--- config.mk ---
export PLATFORM = sky130hd
export DESIGN_NAME = rgb_to_hsl_pixel
export DESIGN_NICKNAME = d
export VERILOG_FILES = /design/src/rtl/core/hsl_pkg.sv /design/src/rtl/core/hsl_front.sv /design/src/rtl/core/hsl_div.sv /design/src/rtl/core/rgb_to_hsl_pixel.sv
export SDC_FILE = /design/constraint.sdc
export NUM_CORES = 2
export LEC_CHECK = 0
export ABC_AREA = 1
export BUFFER_PORTS_ARGS = -buffer_cell sky130_fd_sc_hd__buf_4
export CAP_MARGIN = 15
export CORE_ASPECT_RATIO = 0.5
export CORE_UTILIZATION = 25
export CTS_CLUSTER_DIAMETER = 40
export DETAILED_ROUTE_END_ITERATION = 6
export SYNTH_ARGS = -nofsm -noshare
export SYNTH_HDL_FRONTEND = slang
export SYNTH_HIERARCHICAL = 1
export SYNTH_SLANG_ARGS = --single-unit
--- constraint.sdc ---
create_clock -name clk -period 141.6 [get_ports clk]
set_input_delay 14.16 -clock clk [delete_from_list [all_inputs] [get_ports clk]]
set_output_delay 14.16 -clock clk [all_outputs]
set_load 0.02 [all_outputs]
--- src/rtl/core/hsl_pkg.sv ---
package hsl_pkg;

  // Sample and divider widths.
  localparam int SAMPLE_W   = 8;
  localparam int HUE_W      = 13;
  localparam int FRAC_W     = 16;
  localparam int DIVIDEND_W = 25;
  localparam int DIVISOR_W  = 9;
  localparam int QUO_W      = 16;
  localparam int NUM_W      = SAMPLE_W + 3;

  localparam logic [SAMPLE_W-1:0] FULL_SCALE_RESET = 8'd255;
  localparam logic [QUO_W-1:0]    HUE_WRAP         = 16'd5760;

  // Per-item flags that travel beside the dividers.
  typedef struct packed {
    logic valid;
    logic null_px;
    logic row_end;
    logic undef;
  } side_t;

  // Everything the front end hands to the dividers.
  typedef struct packed {
    side_t                 side;
    logic [DIVIDEND_W-1:0] light_num;
    logic [DIVISOR_W-1:0]  light_den;
    logic [DIVIDEND_W-1:0] sat_num;
    logic [DIVISOR_W-1:0]  sat_den;
    logic [DIVIDEND_W-1:0] hue_num;
    logic [DIVISOR_W-1:0]  hue_den;
  } front_t;

endpackage

--- src/rtl/core/hsl_front.sv ---
module hsl_front
  import hsl_pkg::*;
(
  input  logic                clk,
  input  logic                rst,
  input  logic                en,
  input  logic                in_valid,
  input  logic [SAMPLE_W-1:0] red,
  input  logic [SAMPLE_W-1:0] green,
  input  logic [SAMPLE_W-1:0] blue,
  input  logic                is_null,
  input  logic                row_end,
  input  logic [SAMPLE_W-1:0] full_scale,
  output front_t              front
);

  logic [SAMPLE_W-1:0] fs_eff, r_c, g_c, b_c, mx_c, mn_c;
  logic [SAMPLE_W-1:0] r1, g1, b1, mx1, mn1, fs1;
  logic                v1, null1, last1;
  logic [SAMPLE_W-1:0] c2;
  logic [SAMPLE_W:0]   sum2, den2;
  logic [NUM_W-1:0]    num2;
  front_t              front_next;

  // Stage one: limit the samples and find the extremes.
  always_comb begin
    fs_eff = (full_scale == '0) ? SAMPLE_W'(1) : full_scale;
    r_c = (red   > fs_eff) ? fs_eff : red;
    g_c = (green > fs_eff) ? fs_eff : green;
    b_c = (blue  > fs_eff) ? fs_eff : blue;
    mx_c = r_c;
    if (g_c > mx_c) mx_c = g_c;
    if (b_c > mx_c) mx_c = b_c;
    mn_c = r_c;
    if (g_c < mn_c) mn_c = g_c;
    if (b_c < mn_c) mn_c = b_c;
  end

  always_ff @(posedge clk) begin
    if (rst) begin
      v1 <= 1'b0;
    end else if (en) begin
      v1 <= in_valid;
    end
    if (en) begin
      r1 <= r_c; g1 <= g_c; b1 <= b_c;
      mx1 <= mx_c; mn1 <= mn_c; fs1 <= fs_eff;
      null1 <= is_null; last1 <= row_end;
    end
  end

  // Stage two: chroma, sums and the three dividends.
  always_comb begin
    c2   = mx1 - mn1;
    sum2 = {1'b0, mx1} + {1'b0, mn1};
    den2 = (sum2 <= {1'b0, fs1}) ? sum2 : ({fs1, 1'b0} - sum2);
    if (r1 == mx1) begin
      if (g1 >= b1) begin
        num2 = NUM_W'(g1 - b1);
      end else begin
        num2 = NUM_W'(6 * c2) - NUM_W'(b1 - g1);
      end
    end else if (g1 == mx1) begin
      num2 = NUM_W'(2 * c2) + NUM_W'(b1) - NUM_W'(r1);
    end else begin
      num2 = NUM_W'(4 * c2) + NUM_W'(r1) - NUM_W'(g1);
    end
    front_next.side.valid   = v1;
    front_next.side.null_px = null1;
    front_next.side.row_end = last1;
    front_next.side.undef   = (c2 == '0);
    front_next.light_num = (DIVIDEND_W'(sum2) << FRAC_W) - DIVIDEND_W'(sum2)
                           + DIVIDEND_W'(fs1);
    front_next.light_den = {fs1, 1'b0};
    front_next.sat_num   = (DIVIDEND_W'(c2) << FRAC_W) - DIVIDEND_W'(c2)
                           + DIVIDEND_W'(den2 >> 1);
    front_next.sat_den   = den2;
    front_next.hue_num   = (DIVIDEND_W'(num2) << 10) - (DIVIDEND_W'(num2) << 6)
                           + DIVIDEND_W'(c2 >> 1);
    front_next.hue_den   = DIVISOR_W'(c2);
  end

  always_ff @(posedge clk) begin
    if (rst) begin
      front.side.valid <= 1'b0;
    end else if (en) begin
      front.side.valid <= front_next.side.valid;
    end
    if (en) begin
      front.side.null_px <= front_next.side.null_px;
      front.side.row_end <= front_next.side.row_end;
      front.side.undef   <= front_next.side.undef;
      front.light_num <= front_next.light_num;
      front.light_den <= front_next.light_den;
      front.sat_num   <= front_next.sat_num;
      front.sat_den   <= front_next.sat_den;
      front.hue_num   <= front_next.hue_num;
      front.hue_den   <= front_next.hue_den;
    end
  end

endmodule

--- src/rtl/core/hsl_div.sv ---
module hsl_div
  import hsl_pkg::*;
(
  input  logic                  clk,
  input  logic                  en,
  input  logic [DIVIDEND_W-1:0] dividend,
  input  logic [DIVISOR_W-1:0]  divisor,
  output logic [QUO_W-1:0]      quotient
);

  // One quotient bit per stage, restoring long division.
  logic [DIVISOR_W-1:0] rem [QUO_W];
  logic [QUO_W-1:0]     low [QUO_W];
  logic [QUO_W-1:0]     quo [QUO_W];
  logic [DIVISOR_W-1:0] dv  [QUO_W];
  logic [DIVISOR_W-1:0] rem_next [QUO_W];
  logic [QUO_W-1:0]     low_next [QUO_W];
  logic [QUO_W-1:0]     quo_next [QUO_W];
  logic [DIVISOR_W-1:0] dv_next  [QUO_W];

  always_comb begin
    logic [DIVISOR_W-1:0] cr, cd;
    logic [QUO_W-1:0]     cl, cq;
    logic [DIVISOR_W:0]   t;
    for (int k = 0; k < QUO_W; k++) begin
      if (k == 0) begin
        cr = dividend[DIVIDEND_W-1:QUO_W];
        cl = dividend[QUO_W-1:0];
        cq = '0;
        cd = divisor;
      end else begin
        cr = rem[k-1];
        cl = low[k-1];
        cq = quo[k-1];
        cd = dv[k-1];
      end
      t = {cr, cl[QUO_W-1]};
      if (t >= {1'b0, cd}) begin
        rem_next[k] = DIVISOR_W'(t - {1'b0, cd});
        quo_next[k] = {cq[QUO_W-2:0], 1'b1};
      end else begin
        rem_next[k] = t[DIVISOR_W-1:0];
        quo_next[k] = {cq[QUO_W-2:0], 1'b0};
      end
      low_next[k] = {cl[QUO_W-2:0], 1'b0};
      dv_next[k]  = cd;
    end
  end

  always_ff @(posedge clk) begin
    if (en) begin
      rem <= rem_next;
      low <= low_next;
      quo <= quo_next;
      dv  <= dv_next;
    end
  end

  assign quotient = quo[QUO_W-1];

endmodule

--- src/rtl/core/rgb_to_hsl_pixel.sv ---
// Pipeline: 2 front-end stages, 16 divider stages and 1 output register.
// Throughput: one item per cycle; the whole pipeline holds while the output is stalled.
// Reset (rst, synchronous, active high) clears all valid bits and sets
// full_scale to 255.
module rgb_to_hsl_pixel
  import hsl_pkg::*;
(
  input  logic                clk,
  input  logic                rst,
  input  logic                s_tvalid,
  output logic                s_tready,
  input  logic [23:0]         s_tdata,   // red, green, blue
  input  logic [0:0]          s_tuser,   // is_null
  input  logic                s_tlast,   // row_end
  output logic                m_tvalid,
  input  logic                m_tready,
  output logic [47:0]         m_tdata,   // hue, lightness, saturation, zero fill
  output logic [1:0]          m_tuser,   // hue_undefined, null_out
  output logic                m_tlast,   // row_end_out
  input  logic                cfg_we,
  input  logic [SAMPLE_W-1:0] cfg_wdata
);

  logic [SAMPLE_W-1:0] full_scale;
  logic                en;
  front_t              front;
  side_t               side [QUO_W];
  logic [QUO_W-1:0]    q_light, q_sat, q_hue;
  logic [QUO_W-1:0]    hue_wrapped;

  // The pipeline moves whenever the output register is free.
  assign en       = !m_tvalid || m_tready;
  assign s_tready = en;

  // Full-scale register.
  always_ff @(posedge clk) begin
    if (rst) begin
      full_scale <= FULL_SCALE_RESET;
    end else if (cfg_we) begin
      full_scale <= cfg_wdata;
    end
  end

  hsl_front u_front (
    .clk        (clk),
    .rst        (rst),
    .en         (en),
    .in_valid   (s_tvalid),
    .red        (s_tdata[7:0]),
    .green      (s_tdata[15:8]),
    .blue       (s_tdata[23:16]),
    .is_null    (s_tuser[0]),
    .row_end    (s_tlast),
    .full_scale (full_scale),
    .front      (front)
  );

  hsl_div u_div_light (
    .clk (clk), .en (en),
    .dividend (front.light_num), .divisor (front.light_den), .quotient (q_light)
  );

  hsl_div u_div_sat (
    .clk (clk), .en (en),
    .dividend (front.sat_num), .divisor (front.sat_den), .quotient (q_sat)
  );

  hsl_div u_div_hue (
    .clk (clk), .en (en),
    .dividend (front.hue_num), .divisor (front.hue_den), .quotient (q_hue)
  );

  // Flags ride a shift line matched to the divider depth.
  always_ff @(posedge clk) begin
    if (rst) begin
      for (int k = 0; k < QUO_W; k++) begin
        side[k].valid <= 1'b0;
      end
    end else if (en) begin
      side[0].valid <= front.side.valid;
      for (int k = 1; k < QUO_W; k++) begin
        side[k].valid <= side[k-1].valid;
      end
    end
    if (en) begin
      side[0].null_px <= front.side.null_px;
      side[0].row_end <= front.side.row_end;
      side[0].undef   <= front.side.undef;
      for (int k = 1; k < QUO_W; k++) begin
        side[k].null_px <= side[k-1].null_px;
        side[k].row_end <= side[k-1].row_end;
        side[k].undef   <= side[k-1].undef;
      end
    end
  end

  assign hue_wrapped = (q_hue >= HUE_WRAP) ? (q_hue - HUE_WRAP) : q_hue;

  // Output register: wrap the hue and zero the fields of special pixels.
  always_ff @(posedge clk) begin
    if (rst) begin
      m_tvalid <= 1'b0;
    end else if (en) begin
      m_tvalid <= side[QUO_W-1].valid;
    end
    if (en) begin
      m_tlast    <= side[QUO_W-1].row_end;
      m_tuser[1] <= side[QUO_W-1].null_px;
      m_tuser[0] <= side[QUO_W-1].undef && !side[QUO_W-1].null_px;
      m_tdata[47:45] <= '0;
      if (side[QUO_W-1].null_px) begin
        m_tdata[44:0] <= '0;
      end else if (side[QUO_W-1].undef) begin
        m_tdata[12:0]  <= '0;
        m_tdata[28:13] <= q_light;
        m_tdata[44:29] <= '0;
      end else begin
        m_tdata[12:0]  <= hue_wrapped[HUE_W-1:0];
        m_tdata[28:13] <= q_light;
        m_tdata[44:29] <= q_sat;
      end
    end
  end

endmodule

==> flow_summary.toml <==
[setup_path]
critical_path.startpoint_type = "input pin"
worstPathCellList = "buf_4 > inv_1 > nand2_4 > buf_4"
timing.rr.start = "full_scale[1]$_SDFFE_PP1P_"
cp_common_cell = "buf_4"
r2r.worst_path.cells = 27
arrival_ps = 15080
crit_slowest_cell = "nand2_4"
path_max_fanout = 50
crit_path_end_kind = "output pin"
r2r-end = "u_front/mx1[2]$_DFFE_PP_"
cp_top_family = "buffers and inverters"
rrSetupSlack_ps = 134750
critical_path_class = "in -> out"
slowest_delay_ps = 370
critPathBufInv = 3
crit_required_ps = 127440

[sta]
hold_viol_final = 0
setup_tns_ps = 0
finalMaxSlewViolations = 0
rsz0062_at_grt = "no"
tightest_slew_ps = 1050
fin_crit_sh = 0.207
worst_slew_margin_rel = 0.300
fin_skew_ps = 97.0
setup_violations = 0
fin_crit_ps = 29240
fmax_mhz = 34.2

[synthesis]
syn_inst = 9418
ys_types = 60
ys_seq_elements = 1844
synth_edf_count = 1827
async_reset_ff_frac = 0
syn_area_um2 = 95600
yosys.area.top_type_share = 0.574
syn_area_per_cell_um2 = 10.1
yosysWarnings = 6
yosys.area.top_type = "edfxtp_1"
synth.area.top_cells = "edfxtp_1 (57%), nand2_1 (11%), ha_1 (7.8%)"
ys_seq_area_frac = 0.578
yosys_most_used_dff = "edfxtp_1"

[layout]
final_area_um2 = 110000
fin_nets = 10300
final_layout_size_suffix_gt1_frac = 0.0921
layout_common_cells = "nand2_1 (2760), edfxtp_1 (1827), inv_1 (1631), nand3_1 (875), ha_1 (594)"
final_common_cell = "nand2_1"
fillerInstances = 39200
multi_input_area_um2 = 33300
syn2layout_area_growth_pct = 15.0
seqCellArea_um2 = 55200

[grt]
antenna_found_initial = 2
grt_use_total = 0.0916
overflow = 0
grt_max_degree = 192
grt_pass1_vias = 60200
grt_pass1_wl_um = 299000

[cts]
insertion_delay_ps = 860
cts_num_sinks = 1844
htreeDepth = 4
cts_tree = "yes"
hold_buffers = 0
post_cts_buffers = 0
path_clk_slew_ps = 60
clockBufferDepth = 4
cts_made_buffers = 233
cts.root.buffer_cell = "clkbuf_16"
ctsResizeCount = 0

[detailed_routing]
drc_errors = 0
ant_nets = 0
dr.pass1.iters = 6
via_count = 60800
routed_wl_um = 180000
via_per_inst = 4.07
wire_per_inst_um = 12.0
drtIter0Drc = 3216

[floorplanning]
dieArea_um2 = 385000
core_region_area_um2 = 380000
io_pins = 92
die_h_um = 439
rows = 160
die_x_um = 876
floorplan.initialDensity = 0.251

[placed_design]
gp_congestion = 0.856
io_buffers = 88
placed_cell_area_um2 = 102000
hpwl_um = 132000

[min_path]
hold_class = "reg -> reg"
hold_start = "u_div_hue/quo[165]$_DFFE_PP_"
min_to = "u_div_hue/quo[150]$_DFFE_PP_"
hold_depth = 0

[flow_run]
drv_cap = 0

[status]
status = "complete, no violations"
## synth_stat cells, types with 37 or more instances
cell type and number:
a21oi_1 278, buf_2 37, buf_4 66, edfxtp_1 1827, fa_1 70, ha_1 594
inv_1 1631, nand2_1 2761, nand2_2 149, nand2_4 48, nand3_1 875, nand3b_1 42
nand4_1 103, nor2_1 276, nor2_2 60, nor3_1 40, o21ai_0 88, xor2_1 186
## cell type report
cell class | instances | share of cell area
sequential | 1844 | 0.502
multi-input combinational | 5793 | 0.303
tap | 5103 | 0.0581
inverter | 1653 | 0.0565
clock buffer | 259 | 0.0547
clock inverter | 168 | 0.0171
timing repair buffer | 116 | 0.00838
antenna | 1 | 0.0000228
## per-stage QoR
step           hold slack, ps  worst slack (ps)  utilization  cells
6_report                  372            112360        0.289  14900
5_1_grt                   367            112260        0.289  14900
4_1_cts                   366            112300        0.289  14900
3_5_place_dp              405            112300        0.268  14500
3_3_place_gp              400            112330        0.268  14500
2_1_floorplan             400             74800            -   9421
## logic make-up after synthesis
group / share of synthesized area
AND/OR/NAND/NOR: 0.211
flip-flops: 0.578
buffers and inverters: 0.0742
adder cells (fa/ha/maj): 0.0924
AO/OA/AOI/OAI: 0.0246
XOR/XNOR: 0.0199
other: 0.0000786
multiplexers: 0.000105
## how the worst max path moves through the flow
stage | slack, ps | endpoint | cells past startpoint | startpoint
after global placement | 112330 | s_tready | 4 | m_tready
final | 112360 | s_tready | 4 | m_tready
after detailed placement | 112300 | s_tready | 4 | m_tready
after CTS | 112300 | s_tready | 4 | m_tready
after floorplan | 74800 | s_tready | 2 | m_tready
after global routing | 112260 | s_tready | 4 | m_tready
## routing by layer
metal,vias up,part of all wire,global-route usage
met5,-,0,0
met4,0,0.031,0.0309
met3,363,0.033,0.0139
met2,803,0.48,0.164
met1,28200,0.45,0.113
li1,31500,-,-
## worst reg2reg max path, cell delays in order, from the launching register on
cell       delay, ps
dfxtp_1          520
inv_1            230
nand4_1          120
nor4_1            50
nor2_1           140
inv_1            190
ha_1             230
inv_1             50
a21oi_1           50
o21ai_0          150
nand2_1           80
o211ai_1         120
nand2_1          300
o21ai_0          700
ha_1             380
a21oi_1          170
o21a_1           150
o221ai_1         100
buf_4            200
o21ai_1          550
o21ai_0          340
ha_1             380
nand2_1           70
o21bai_1         150
a21oi_1          150
a2111oi_0         80
nor2_1           660
o21ai_0          230
## sequential cells by signal, indices dropped and copies added, names as in the netlist, 135 cells and up
register / flops
u_div_hue/rem: 135
u_div_sat/rem: 135
u_div_light/dv: 135
u_div_hue/dv: 135
u_div_light/rem: 135
u_div_sat/dv: 135
Power is left out: the tool's default activity adds up to more than one toggle a clock period on the data nets, which glitch-free logic cannot reach.
